`src/hw/rtl/rgbhsv_pkg.sv`:
```
package rgbhsv_pkg;

  // Channel and code width
  localparam int CHAN_W = 8;

  // Input word: one RGB pixel
  typedef struct packed {
    logic [CHAN_W-1:0] red_in;
    logic [CHAN_W-1:0] green_in;
    logic [CHAN_W-1:0] blue_in;
  } pixel_t;

  // Output word: one HSV pixel
  typedef struct packed {
    logic [CHAN_W-1:0] hue_out;
    logic [CHAN_W-1:0] sat_out;
    logic [CHAN_W-1:0] val_out;
  } hsv_t;

endpackage

```
`src/hw/rtl/rgb_to_hsv_converter.sv`:
```
// RGB to HSV converter, 8 bits per channel. One pixel word is accepted every
// clock unless the output word is stalled. Three stages find max/min,
// the hue sector and the two dividends, then eight restoring-division stages
// produce one quotient bit each for saturation and hue side by side. While
// a finished word is stalled the whole pipeline holds and in_ready drops with
// it, so no word is lost or repeated. Value is the largest channel, saturation is
// floor(255*(max-min)/max), hue is floor(H*85/(2*(max-min))) with H in sector
// units scaled by max-min (full circle maps to 0..254). Black and grey pixels
// give hue 0 and saturation 0; ties for the maximum go red, then green, then blue.
module rgb_to_hsv_converter
  import rgbhsv_pkg::*;
(
  input  logic   clk,
  input  logic   rst_n,
  input  logic   in_valid,
  output logic   in_ready,
  input  pixel_t in_data,
  output logic   out_valid,
  input  logic   out_ready,
  output hsv_t   out_data
);

  localparam int NUM_W   = 17;          // dividend width, 255*510 < 2^17
  localparam int DIV_STG = CHAN_W;      // one quotient bit per stage
  localparam int NSTG    = DIV_STG + 3; // total pipeline depth

  typedef enum logic [1:0] {
    SEL_RED,
    SEL_GREEN,
    SEL_BLUE
  } max_sel_t;

  typedef struct packed {
    logic [CHAN_W-1:0] mx;
    logic [CHAN_W-1:0] mn;
    max_sel_t          sel;
    logic [CHAN_W:0]   hdiff;   // signed difference term
  } s1_t;

  typedef struct packed {
    logic [CHAN_W-1:0] mx;
    logic [CHAN_W-1:0] d;
    logic [10:0]       h;       // sector position, 0..1529
  } s2_t;

  typedef struct packed {
    logic [NUM_W-1:0]  sat_rem;
    logic [NUM_W-1:0]  hue_rem;
    logic [CHAN_W-1:0] sat_div;
    logic [CHAN_W:0]   hue_div;
    logic [CHAN_W-1:0] sat_q;
    logic [CHAN_W-1:0] hue_q;
    logic [CHAN_W-1:0] val;
  } dv_t;

  logic [NSTG-1:0] vld_r;
  logic            adv;

  s1_t s1_r, s1_nxt;
  s2_t s2_r, s2_nxt;
  dv_t dv_r   [DIV_STG+1];
  dv_t dv_nxt [DIV_STG+1];

  // Global advance: pipeline moves unless the output word is stalled
  assign adv       = !vld_r[NSTG-1] || out_ready;
  assign in_ready  = adv;
  assign out_valid = vld_r[NSTG-1];
  assign out_data  = '{hue_out: dv_r[DIV_STG].hue_q,
                       sat_out: dv_r[DIV_STG].sat_q,
                       val_out: dv_r[DIV_STG].val};

  // Stage 1: max, min, winning channel and difference term
  always_comb begin
    logic r_max, g_max;
    r_max = (in_data.red_in >= in_data.green_in) && (in_data.red_in >= in_data.blue_in);
    g_max = (in_data.green_in >= in_data.red_in) && (in_data.green_in >= in_data.blue_in);
    s1_nxt = '0;
    if (r_max) begin
      s1_nxt.sel   = SEL_RED;
      s1_nxt.mx    = in_data.red_in;
      s1_nxt.hdiff = {1'b0, in_data.green_in} - {1'b0, in_data.blue_in};
    end else if (g_max) begin
      s1_nxt.sel   = SEL_GREEN;
      s1_nxt.mx    = in_data.green_in;
      s1_nxt.hdiff = {1'b0, in_data.blue_in} - {1'b0, in_data.red_in};
    end else begin
      s1_nxt.sel   = SEL_BLUE;
      s1_nxt.mx    = in_data.blue_in;
      s1_nxt.hdiff = {1'b0, in_data.red_in} - {1'b0, in_data.green_in};
    end
    s1_nxt.mn = in_data.red_in;
    if (in_data.green_in < s1_nxt.mn) s1_nxt.mn = in_data.green_in;
    if (in_data.blue_in < s1_nxt.mn) s1_nxt.mn = in_data.blue_in;
  end

  // Stage 2: span, sector offset and negative wrap
  always_comb begin
    logic [CHAN_W-1:0] d;
    logic [10:0]       base;
    logic [10:0]       six_d;
    logic [11:0]       hp;
    d     = s1_r.mx - s1_r.mn;
    six_d = {1'b0, d, 2'b00} + {2'b00, d, 1'b0};
    case (s1_r.sel)
      SEL_RED:   base = '0;
      SEL_GREEN: base = {2'b00, d, 1'b0};
      SEL_BLUE:  base = {1'b0, d, 2'b00};
      default:   base = '0;
    endcase
    hp = {1'b0, base} + {{3{s1_r.hdiff[CHAN_W]}}, s1_r.hdiff};
    s2_nxt.mx = s1_r.mx;
    s2_nxt.d  = d;
    if (hp[11]) begin
      s2_nxt.h = hp[10:0] + six_d;
    end else begin
      s2_nxt.h = hp[10:0];
    end
  end

  // Stage 3 dividends (a zero divisor becomes 1 since its dividend is 0),
  // then the division stages: restoring step, MSB of the quotient first
  always_comb begin
    logic [NUM_W-1:0] sat_cmp;
    logic [NUM_W-1:0] hue_cmp;
    logic             sat_ge;
    logic             hue_ge;
    dv_nxt[0].sat_rem = NUM_W'({s2_r.d, 8'h00} - {8'h00, s2_r.d});
    dv_nxt[0].hue_rem = NUM_W'(NUM_W'(s2_r.h) * NUM_W'(85));
    dv_nxt[0].sat_div = (s2_r.mx == '0) ? CHAN_W'(1) : s2_r.mx;
    dv_nxt[0].hue_div = (s2_r.d == '0) ? (CHAN_W+1)'(1) : {s2_r.d, 1'b0};
    dv_nxt[0].sat_q   = '0;
    dv_nxt[0].hue_q   = '0;
    dv_nxt[0].val     = s2_r.mx;
    for (int k = 0; k < DIV_STG; k++) begin
      sat_cmp = NUM_W'(dv_r[k].sat_div) << (DIV_STG-1-k);
      hue_cmp = NUM_W'(dv_r[k].hue_div) << (DIV_STG-1-k);
      sat_ge  = dv_r[k].sat_rem >= sat_cmp;
      hue_ge  = dv_r[k].hue_rem >= hue_cmp;
      dv_nxt[k+1]         = dv_r[k];
      dv_nxt[k+1].sat_rem = sat_ge ? dv_r[k].sat_rem - sat_cmp : dv_r[k].sat_rem;
      dv_nxt[k+1].hue_rem = hue_ge ? dv_r[k].hue_rem - hue_cmp : dv_r[k].hue_rem;
      dv_nxt[k+1].sat_q   = {dv_r[k].sat_q[CHAN_W-2:0], sat_ge};
      dv_nxt[k+1].hue_q   = {dv_r[k].hue_q[CHAN_W-2:0], hue_ge};
    end
  end

  // Valid bits travel with the data
  always_ff @(posedge clk) begin
    if (!rst_n) begin
      vld_r <= '0;
    end else if (adv) begin
      vld_r <= {vld_r[NSTG-2:0], in_valid};
    end
  end

  // Payload registers
  always_ff @(posedge clk) begin
    if (adv) begin
      s1_r <= s1_nxt;
      s2_r <= s2_nxt;
      for (int k = 0; k <= DIV_STG; k++) begin
        dv_r[k] <= dv_nxt[k];
      end
    end
  end

endmodule

```
`config.mk`:
```
export PLATFORM = sky130hd
export DESIGN_NAME = rgb_to_hsv_converter
export DESIGN_NICKNAME = d
export VERILOG_FILES = /design/src/hw/rtl/rgbhsv_pkg.sv /design/src/hw/rtl/rgb_to_hsv_converter.sv
export SDC_FILE = /design/constraint.sdc
export NUM_CORES = 1
export LEC_CHECK = 0
export BUFFER_PORTS_ARGS = -buffer_cell sky130_fd_sc_hd__buf_2
export CORE_AREA = 2 2 227 229
export CTS_BUF_LIST = sky130_fd_sc_hd__clkbuf_16
export DETAILED_ROUTE_END_ITERATION = 6
export DIE_AREA = 0 0 229 231
export PLACE_DENSITY = 0.81
export SLEW_MARGIN = 20
export SYNTH_ARGS = -nofsm -noshare
export SYNTH_HDL_FRONTEND = slang
export SYNTH_SLANG_ARGS = --single-unit
```
`constraint.sdc`:
```
create_clock -name clk -period 24.3 [get_ports clk]
set_input_delay 2.43 -clock clk [delete_from_list [all_inputs] [get_ports clk]]
set_output_delay 2.43 -clock clk [all_outputs]
set_load 0.005 [all_outputs]
```
## After elaboration in Yosys (flattened, before gate mapping)

Memory sizes are Yosys's and may differ from the RTL's.
Cells that the tools add are included.
W data, S select, Z words.

- Add/subtract/negate cells: 24
- Multipliers: 1
- Magnitude comparators: 22
- Equal/unequal tests: 2
- Muxes and demuxes: 28
- Reductions and logical operators: 6

Operator list:

| cell | count |
|---|---|
| $mux W17 | 16 |
| $mux W8 | 5 |
| $ge A17 B10 Y1 | 2 |
| $ge A17 B11 Y1 | 2 |
| $ge A17 B12 Y1 | 2 |
| $ge A17 B13 Y1 | 2 |
| $ge A17 B14 Y1 | 2 |
| $ge A17 B15 Y1 | 2 |
| $ge A17 B9 Y1 | 2 |
| $sub A17 B10 Y17 | 2 |
| $sub A17 B11 Y17 | 2 |
| $sub A17 B12 Y17 | 2 |
| $sub A17 B13 Y17 | 2 |
| $sub A17 B14 Y17 | 2 |
| $sub A17 B15 Y17 | 2 |
| $sub A17 B9 Y17 | 2 |
| $ge A8 B8 Y1 | 4 |
| $sub A8 B8 Y9 | 3 |
| $mux W11 | 2 |
| $pmux W10 S2 | 1 |
| $mux W9 | 2 |
| $ge A17 B16 Y1 | 1 |
| $ge A17 B8 Y1 | 1 |
| $mul A11 B7 Y17 const B | 1 |
| 15 further kinds | 19 |

- Register bits after elaboration: 65
- RAM bits: 675
- Bits of input ports: 28
- Output and inout port bits: 26
- Logic and storage cells: 92
- Memories: 1

Memory list:

| name | words | width | read ports | clocked after memory_dff | wr ports | line | source |
|---|---|---|---|---|---|---|---|
| dv_r | 9 | 75 | 9 | 0 | 9 | rgb_to_hsv_converter.sv:61 | `dv_t dv_r [DIV_STG+1];` |

## Logic depth before layout (Yosys ltp)

Gate-level depths: netlist of the first run.

- Word-level depth: 5
- Depth in mapped cells: 25
- Gate-level depth less buffers: 25

## Least setup slack after synthesis of the first run

OpenSTA, ideal clock, no wires.

- Path type: input port to output port
- Start: in out_ready
- End: out in_ready
- Arrival: 19.134 ns
- Setup slack: 2.736 ns
- Cell stages on the path: 3
- Cells stage by stage: nor2b_1 > inv_1 > clkbuf_1

- Word-level cells in the longest chain between the ends: 1

RTL lines:

| item | line | source |
|---|---|---|
| start: declaration | rgb_to_hsv_converter.sv:19 | `input logic out_ready,` |
| $logic_or A1 B1 Y1 | rgb_to_hsv_converter.sv:65 | `assign adv = !vld_r[NSTG-1] \|\| out_ready;` |
| end: declaration | rgb_to_hsv_converter.sv:16 | `output logic in_ready,` |

No other way between the ends.

## Worst setup path after layout of the first run

Same ends and word-level chain as after synthesis.

==> impl_metrics.py, run 1 <==
metrics = {
    "floorplan": {
        "fp.dieH_um": 231,
        "fp-row-count": 83,
        "start_util_pct": 63.3,
        "ios": 54,
        "die_area_um2": 52900,
        "die_width_um": 229,
        "core_area_um2": 50700,
    },
    "layout": {
        "nets": 3000,
        "area_delta_synth_final_pct": 9.61,
        "drive_above_1_share_pct": 8.35,
        "final_cell_mix": "edfxtp_1, inv_1, ha_1, nor2_1, nand2_1",
        "layout_commonest_cell": "edfxtp_1",
        "diodes": 0,
    },
    "clock_network": {
        "clockBufferDepth": 3,
        "numClockSinks": 617,
        "cts_tree": "built",
        "cts_inserted_buffers": 61,
        "clk-insertion-delay-late_ns": 0.62,
        "cts.repair_timing.setup_buffer_count": 0,
        "cts.clk_slew.worst_paths_ns": 0.06,
        "clock-root-buffer": "clkbuf_16",
        "ctsHoldBuffers": 0,
        "cts_resized": 0,
        "ctsHtreeMaxLevel": 2,
    },
    "logic_synthesis": {
        "synth_nets": 2921,
        "synth.distinct_cells": 80,
        "avgSynthCellArea_um2": 12.3,
        "synth_ff_type": "edfxtp_1",
        "synth-edff-count": 606,
        "synth_seq_area_share_pct": 57.4,
        "ys_ff_latch": 617,
        "synth.cell_area_um2": 32100,
        "async_reset_ff_share_pct": 0,
        "synthCells": 2616,
        "synth_warnings": 0,
    },
    "worst_hold_path": {
        "min_delay_worst_endpoint": "dv_r[2][86]",
        "hp-class": "flop to flop",
        "holdPathStages": 0,
        "hold_start": "dv_r[2][10]",
    },
    "routing": {
        "dr.pass1.iters": 6,
        "num_vias": 19700,
        "drc": 0,
        "drtIter0Drc": 1350,
        "wl_per_cell_um": 16.8,
        "via_per_inst": 5.75,
        "ant_nets": 0,
        "wl_um": 57700,
    },
    "status": {
        "status": "finished clean",
    },
    "sta": {
        "relSlewSlack_pct": 26.3,
        "period_share_pct": 27.4,
        "final-setup-viol-count": 0,
        "rsz0062_at_grt": "false",
        "drv_slew": 0,
        "finalSetupTns_ns": 0,
        "clock.fmax_mhz": 150,
        "worst_pin_slew_ns": 1.11,
        "timing.hold.ws_ns": 0.413,
        "clock_skew_ns": 0.0194,
        "period_needed_ns": 6.65,
        "final-hold-violation-count": 0,
    },
    "critical_path": {
        "path_class": "primary input to output pin",
        "max_stage_delay_ns": 0.75,
        "startpoint": "out_ready",
        "crit_chain": "buf_2, nor2b_1, inv_8, buf_2",
        "r2r_slack_ns": 18.91,
        "worst_setup_path_start_kind": "primary input",
        "ff2ff_path_depth": 20,
        "path_common_cell": "buf_2",
        "crit_arrival_ns": 4.22,
        "cp_top_family": "buffers and inverters",
        "critPathRequiredTime_ns": 21.87,
        "crit_fanout": 145,
        "crit_buf_inv": 3,
        "timing.rr.start": "s1_r[12]",
        "critPathCaptureType": "output pin",
        "cpMaxStageDelayCell": "nor2b_1",
        "r2r_end": "s2_r[10]",
    },
    "global_routing": {
        "grt_first_pass_wirelength_um": 96000,
        "antenna_found_initial": 0,
        "use_met2_pct": 41.3,
        "busiest_layer": "met2",
        "gr-usage-all-layers_pct": 22.3,
        "met3_usage_pct": 3.00,
        "gr-total-overflow": 0,
        "grt_util_met1_pct": 25.1,
        "grt_max_degree": 191,
        "grt_pass1_vias": 20200,
    },
    "placed_design": {
        "port_buffers": 53,
        "dpl.hpwl_um": 40800,
        "gp_congestion": 0.928,
    },
    "run": {
        "maxCapViolCount": 0,
    },
}
state kept, by name, summed over array words and instances, names as in the netlist:
name    cells
dv_nxt      8
s2_r       19
dv_r      552
s1_r       27
vld_r      11
synthesized netlist by cell type (34+ instances only):
| master | count | area share [%] |
|---|---|---|
| nor2_1 | 178 | 2.1 |
| nor2b_1 | 44 | 0.86 |
| xor2_1 | 72 | 2.0 |
| nand2_1 | 153 | 1.8 |
| nor3_1 | 45 | 0.70 |
| mux2_2 | 51 | 1.8 |
| a21o_1 | 45 | 1.1 |
| fa_1 | 35 | 2.2 |
| nor4_1 | 34 | 0.66 |
| o21ai_0 | 144 | 2.2 |
| clkbuf_1 | 35 | 0.41 |
| nand2b_1 | 36 | 0.70 |
| inv_1 | 294 | 3.4 |
| xnor2_1 | 90 | 2.5 |
| ha_1 | 242 | 9.4 |
| a21oi_1 | 129 | 2.0 |
| o21a_1 | 48 | 1.1 |
| edfxtp_1 | 606 | 57 |
how the worst max path moves through the flow:
stage | endpoint | slack (ns) | depth (start not counted)
final | in_ready | 17.65 | 4
after global routing | in_ready | 17.51 | 4
after CTS | in_ready | 17.65 | 4
after detailed placement | in_ready | 17.66 | 4
after global placement | in_ready | 17.73 | 4
after floorplan | in_ready | 2.74 | 3
metal layers:
metal	part of all wire [%]	vias to the layer above
met4	4.5	0
li1	-	9709
met3	3.5	158
met2	52	436
met1	40	9377
met5	0	-
cell type report:
| cell class | instances | area, µm² |
|---|---|---|
| clock buffer | 63 | 1580 |
| timing repair buffer | 57 | 324 |
| clock inverter | 49 | 477 |
| multi-input combinational | 1663 | 12400 |
| inverter | 295 | 1110 |
| fill | 3500 | 15500 |
| sequential | 617 | 18400 |
| tap | 680 | 851 |
metrics by stage:
stage               cells  utilization, %  cell area, µm²  worst slack (ns)
floorplan            2616               -           32100              2.74
global placement     3312            65.3           33100             17.73
detailed placement   3312            65.3           33100             17.66
CTS                  3424            69.4           35200             17.65
global route         3424            69.4           35200             17.51
finish               3424            69.4           35200             17.65
logic make-up (layout without fill, tap and decap cells):
group,after synthesis,in the layout,share of synthesized area (%)
adder cells (fa/ha/maj),277,277,11.6
buffers and inverters,336,464,4.00
AO/OA/AOI/OAI,526,526,10.4
other,1,1,0.0117
XOR/XNOR,162,162,4.42
AND/OR/NAND/NOR,623,623,9.60
multiplexers,74,74,2.52
flip-flops,617,617,57.4
Power of run 1 is left out: the tool's default activity adds up to more than one toggle a clock period on the data nets, which glitch-free logic cannot reach.
==> run 2, diff against run 1 <==
--- a/config.mk
+++ b/config.mk
@@ -6,11 +6,11 @@
 export NUM_CORES = 1
 export LEC_CHECK = 0
 export BUFFER_PORTS_ARGS = -buffer_cell sky130_fd_sc_hd__buf_2
-export CORE_AREA = 2 2 227 229
+export CORE_AREA = 2 2 241 243
 export CTS_BUF_LIST = sky130_fd_sc_hd__clkbuf_16
 export DETAILED_ROUTE_END_ITERATION = 6
-export DIE_AREA = 0 0 229 231
-export PLACE_DENSITY = 0.81
+export DIE_AREA = 0 0 243 245
+export PLACE_DENSITY = 0.76
 export SLEW_MARGIN = 20
 export SYNTH_ARGS = -nofsm -noshare
 export SYNTH_HDL_FRONTEND = slang
==> constraint.sdc (replaced) <==
create_clock -name clk -period 5.32 [get_ports clk]
set_input_delay 0.532 -clock clk [delete_from_list [all_inputs] [get_ports clk]]
set_output_delay 0.532 -clock clk [all_outputs]
set_load 0.005 [all_outputs]
==> run 2 against run 1 <==
Effect of this change: via count fell by 0.13%; clock skew barely moved; critical path depth rose by 17; worst hold slack got worse by 0.20 ns; clock-buffer cell count rose by 8; setup slack got worse by 17 ns; die area rose by 13%; wire length fell by 1.7%; non-clock buffer count rose by 7; register-to-register slack got worse by 18 ns; sequential share of layout area fell by 0.40 points.
==> impl_metrics.py, run 2 (synthesis gave the netlist of run 1 again) <==
metrics = {
    "status": {
        "status": "finished clean",
    },
    "floorplan": {
        "fp-row-count": 88,
        "ios": 54,
        "fp.dieH_um": 245,
        "start_util_pct": 56.3,
        "core_area_um2": 57000,
        "die_area_um2": 59500,
        "die_width_um": 243,
    },
    "routing": {
        "drc": 0,
        "wl_um": 56700,
        "drtIter0Drc": 1209,
        "ant_nets": 0,
        "via_per_inst": 5.58,
        "dr.pass1.iters": 6,
        "num_vias": 19700,
        "wl_per_cell_um": 16.1,
    },
    "sta": {
        "setup_ws_ns": 0.442,
        "final-setup-viol-count": 0,
        "relSlewSlack_pct": 29.6,
        "period_needed_ns": 4.88,
        "timing.hold.ws_ns": 0.210,
        "period_share_pct": 91.7,
        "drv_slew": 0,
        "rsz0062_at_grt": "false",
        "worst_pin_slew_ns": 1.06,
        "clock_skew_ns": 0.0196,
        "final-hold-violation-count": 0,
        "clock.fmax_mhz": 205,
        "finalSetupTns_ns": 0,
    },
    "worst_hold_path": {
        "holdPathStages": 3,
        "hold_start": "in_valid",
        "hp-class": "primary input to flop",
        "min_delay_worst_endpoint": "vld_r[0]",
    },
    "clock_network": {
        "cts_tree": "built",
        "clockBufferDepth": 3,
        "clock-root-buffer": "clkbuf_16",
        "cts.clk_slew.worst_paths_ns": 0.06,
        "ctsHtreeMaxLevel": 3,
        "ctsHoldBuffers": 0,
        "numClockSinks": 617,
        "cts.repair_timing.setup_buffer_count": 0,
        "cts_resized": 0,
        "clk-insertion-delay-late_ns": 0.59,
        "cts_inserted_buffers": 67,
    },
    "critical_path": {
        "path_class": "flop to flop",
        "r2r_end": "s2_r[10]",
        "ff2ff_path_depth": 21,
        "worst_setup_path_start_kind": "flop",
        "r2r_slack_ns": 0.44,
        "crit_fanout": 7,
        "timing.rr.start": "s1_r[20]",
        "crit_arrival_ns": 5.21,
        "critPathCaptureType": "flop",
        "critPathRequiredTime_ns": 5.65,
    },
    "placed_design": {
        "port_buffers": 53,
        "gp_congestion": 0.956,
        "place_ws_ns": 0.418,
        "dpl.hpwl_um": 41300,
        "placedInstanceArea_um2": 33300,
    },
    "layout": {
        "largest_reg_flops": 552,
        "top_register": "dv_r",
        "area_delta_synth_final_pct": 10.5,
        "final_cell_mix": "edfxtp_1, inv_1, ha_1, nor2_1, nand2_1",
        "multiInputGateArea_um2": 12400,
        "fin_area_um2": 35500,
        "layout_commonest_cell": "edfxtp_1",
        "regArea_um2": 18400,
        "nets": 3013,
        "diodes": 0,
        "drive_above_1_share_pct": 8.81,
        "fill_cells": 4392,
        "largestRegisters": "dv_r: 552 flops, s1_r: 27 flops, s2_r: 19 flops",
    },
    "global_routing": {
        "grt_first_pass_wirelength_um": 94600,
        "grt_pass1_vias": 20000,
        "antenna_found_initial": 0,
        "gr-total-overflow": 0,
        "gr-usage-all-layers_pct": 19.4,
        "grt_max_degree": 143,
    },
    "run": {
        "maxCapViolCount": 0,
    },
}
run 2: per-stage QoR:
stage          cells  utilization (%)
6_report        3522             62.2
5_1_grt         3522             62.2
4_1_cts         3522             62.1
3_5_place_dp    3404             58.4
3_3_place_gp    3404             58.4
2_1_floorplan   2616                -
run 2: critical path, stage by stage, from the launching register on:
cell      delay [ns]
edfxtp_1        0.43
ha_1            0.29
nor2b_1         0.13
o21ai_0         0.22
a21boi_0        0.21
nor2_1          0.50
a22oi_1         0.18
nor2_1          0.12
ha_1            0.27
inv_1           0.10
o21ai_0         0.13
a21o_1          0.21
a21oi_1         0.19
xnor2_1         0.18
ha_1            0.27
ha_1            0.34
o21ai_0         0.09
a21oi_1         0.08
o41ai_1         0.32
xnor2_1         0.17
nand2_1         0.08
xnor2_1         0.13
run 2: cell type report:
type | instances | share of cell area (%)
clock buffer | 71 | 5.01
clock inverter | 47 | 1.07
inverter | 295 | 3.14
multi-input combinational | 1663 | 35.0
sequential | 617 | 51.9
tap | 765 | 2.70
timing repair buffer | 64 | 1.09
run 2: worst max path at each step:
stage | from | to | cells after the start
after floorplan | s1_r[20] | s2_r[10] | 19
after global placement | s1_r[19] | s2_r[10] | 22
after detailed placement | s1_r[19] | s2_r[10] | 22
after CTS | s1_r[19] | s2_r[10] | 22
after global routing | s1_r[19] | s2_r[10] | 22
final | s1_r[20] | s2_r[10] | 21
run 2: per-layer routing:
metal  GRT usage, %  part of all wire (%)
met3           2.79                   3.7
met4           9.06                   3.8
met2           36.1                    52
met5              0                     0
met1           22.0                    40
Power of run 2 is left out for the same reason.
==> run 3, diff against run 2 <==
--- a/config.mk
+++ b/config.mk
@@ -10,7 +10,7 @@
 export CTS_BUF_LIST = sky130_fd_sc_hd__clkbuf_16
 export DETAILED_ROUTE_END_ITERATION = 6
 export DIE_AREA = 0 0 243 245
-export PLACE_DENSITY = 0.76
+export PLACE_DENSITY_LB_ADDON = 0.3
 export SLEW_MARGIN = 20
 export SYNTH_ARGS = -nofsm -noshare
 export SYNTH_HDL_FRONTEND = slang
==> run 3 against run 2 <==
Effect of this change: the run now ends with DRC left; wire length down 0.47%; final area down 0.11%; first-iteration DRC count fell by 13%; fmax shrank 0.64%; utilization shrank 0.070 points; worst hold slack lost 0.0018 ns; final cell count about the same; clock-buffer cell count shrank 1; register-to-register slack got worse by 0.03 ns; critical path depth is the same; via count decreased by 0.39%; largest cell class unchanged; highest routed layer unchanged.
==> impl_metrics.py, run 3 (synthesis gave the netlist of run 1 again) <==
metrics = {
    "status": {
        "status": "finished, violations left",
        "failed_checks": "DRC",
    },
    "clock_network": {
        "numClockSinks": 617,
        "ctsHtreeMaxLevel": 3,
        "cts.clk_slew.worst_paths_ns": 0.06,
        "cts_inserted_buffers": 66,
        "clk-insertion-delay-late_ns": 0.59,
        "ctsHoldBuffers": 0,
        "clockBufferDepth": 3,
        "clock-root-buffer": "clkbuf_16",
        "cts_tree": "built",
        "cts.repair_timing.setup_buffer_count": 0,
    },
    "critical_path": {
        "crit_fanout": 7,
        "max_stage_delay_ns": 0.40,
        "r2r_end": "s2_r[10]",
        "timing.rr.start": "s1_r[19]",
        "cpMaxStageDelayCell": "xnor2_1",
        "crit_chain": "inv_1, ha_1, inv_1, fa_1, a21o_1, a21oi_1, xnor2_1, a22oi_1, nor2_1, ha_1, a21o_1, a21oi_1, xnor2_1, ha_1, ha_1, o21ai_0, a21oi_1, o41ai_1, xnor2_1, nand2_1, xnor2_1",
        "worst_setup_path_start_kind": "flop",
        "critPathRequiredTime_ns": 5.65,
        "ff2ff_path_depth": 21,
        "critPathCaptureType": "flop",
        "cp_top_family": "compound AO/OA/AOI/OAI gates",
        "crit_arrival_ns": 5.24,
        "crit_buf_inv": 2,
        "r2r_slack_ns": 0.41,
        "path_class": "flop to flop",
    },
    "sta": {
        "clock.fmax_mhz": 204,
        "period_needed_ns": 4.91,
        "final-setup-viol-count": 0,
        "worst_pin_slew_ns": 1.05,
        "drv_slew": 0,
        "finalSetupTns_ns": 0,
        "period_share_pct": 92.3,
        "final-hold-violation-count": 0,
        "relSlewSlack_pct": 29.9,
        "rsz0062_at_grt": "false",
        "clock_skew_ns": 0.0311,
    },
    "layout": {
        "drive_above_1_share_pct": 9.18,
        "layout_commonest_cell": "edfxtp_1",
        "largestRegisters": "dv_r: 552 flops, s1_r: 27 flops, s2_r: 19 flops",
        "diodes": 0,
        "fill_cells": 4334,
        "post-route-util_pct": 62.1,
        "multiInputGateArea_um2": 12400,
        "nets": 3013,
        "area_delta_synth_final_pct": 10.3,
        "top_register": "dv_r",
        "largest_reg_flops": 552,
        "regArea_um2": 18400,
        "final_cell_mix": "edfxtp_1, inv_1, ha_1, nor2_1, nand2_1",
    },
    "routing": {
        "wl_per_cell_um": 16.0,
        "wl_um": 56400,
        "ant_nets": 0,
        "num_vias": 19600,
        "dr.pass1.iters": 7,
        "drc": 3,
        "drtIter0Drc": 1047,
        "via_per_inst": 5.56,
    },
    "global_routing": {
        "grt_max_degree": 192,
        "gr-usage-all-layers_pct": 19.3,
        "grt_pass1_vias": 20000,
        "antenna_found_initial": 0,
        "grt_first_pass_wirelength_um": 94400,
        "gr-total-overflow": 0,
    },
    "run": {
        "maxCapViolCount": 0,
    },
    "floorplan": {
        "die_area_um2": 59500,
        "start_util_pct": 56.3,
        "fp.dieH_um": 245,
        "core_area_um2": 57000,
        "ios": 54,
        "fp-row-count": 88,
        "die_width_um": 243,
    },
    "worst_hold_path": {
        "hold_start": "in_valid",
        "hp-class": "primary input to flop",
        "holdPathStages": 3,
        "min_delay_worst_endpoint": "vld_r[0]",
    },
    "placed_design": {
        "dpl.hpwl_um": 41200,
        "port_buffers": 53,
        "gp_congestion": 0.916,
    },
}
==> run 3: worst min-delay path: cells and delay by family <==
kind | cells | cell delay, ns
and+or+nand+nor | 1 | 0.04
buffers and inverters | 1 | 0.09
AOI/OAI and AO/OA | 1 | 0.07
==> run 3: through the flow <==
stage	hold WS (ns)	instances	setup WS (ns)	instance area (µm²)
CTS	0.176	3520	0.296	35400
floorplan	0.400	2616	0.850	32100
detailed placement	0.405	3405	0.330	33300
finish	0.208	3520	0.410	35400
global placement	0.401	3405	0.528	33300
global route	0.202	3520	0.00533	35400
==> run 3: cell type report <==
| type | instances | area share, % |
|---|---|---|
| Clock buffer | 70 | 4.95 |
| Sequential cell | 617 | 52.0 |
| Tap cell | 765 | 2.70 |
| Multi-Input combinational cell | 1663 | 35.1 |
| Timing Repair Buffer | 65 | 1.07 |
| Inverter | 295 | 3.15 |
| Clock inverter | 45 | 1.06 |
==> run 3: worst max path at each step <==
stage / startpoint / to / cells past startpoint
after floorplan: s1_r[20] / s2_r[10] / 19
after global placement: s1_r[19] / s2_r[10] / 22
after detailed placement: s1_r[19] / s2_r[10] / 22
after CTS: s1_r[19] / s2_r[10] / 22
after global routing: s1_r[19] / s2_r[10] / 22
final: s1_r[19] / s2_r[10] / 21
==> run 3: timing repair <==
| item | CTS | global route |
|---|---|---|
| endpoints found under the setup margin | 0 | 1 |
| endpoints found under the hold margin | 0 | 0 |
| gates resized for setup | 0 | 4 |
==> run 3: layer usage <==
metal	GRT usage (%)	share of wire [%]	vias to the layer above
met2	35.6	52	418
met3	2.56	3.6	162
met5	0	0	-
met1	21.9	40	9256
met4	10.1	4.4	0
li1	-	-	9742
Power of run 3 is left out for the same reason.
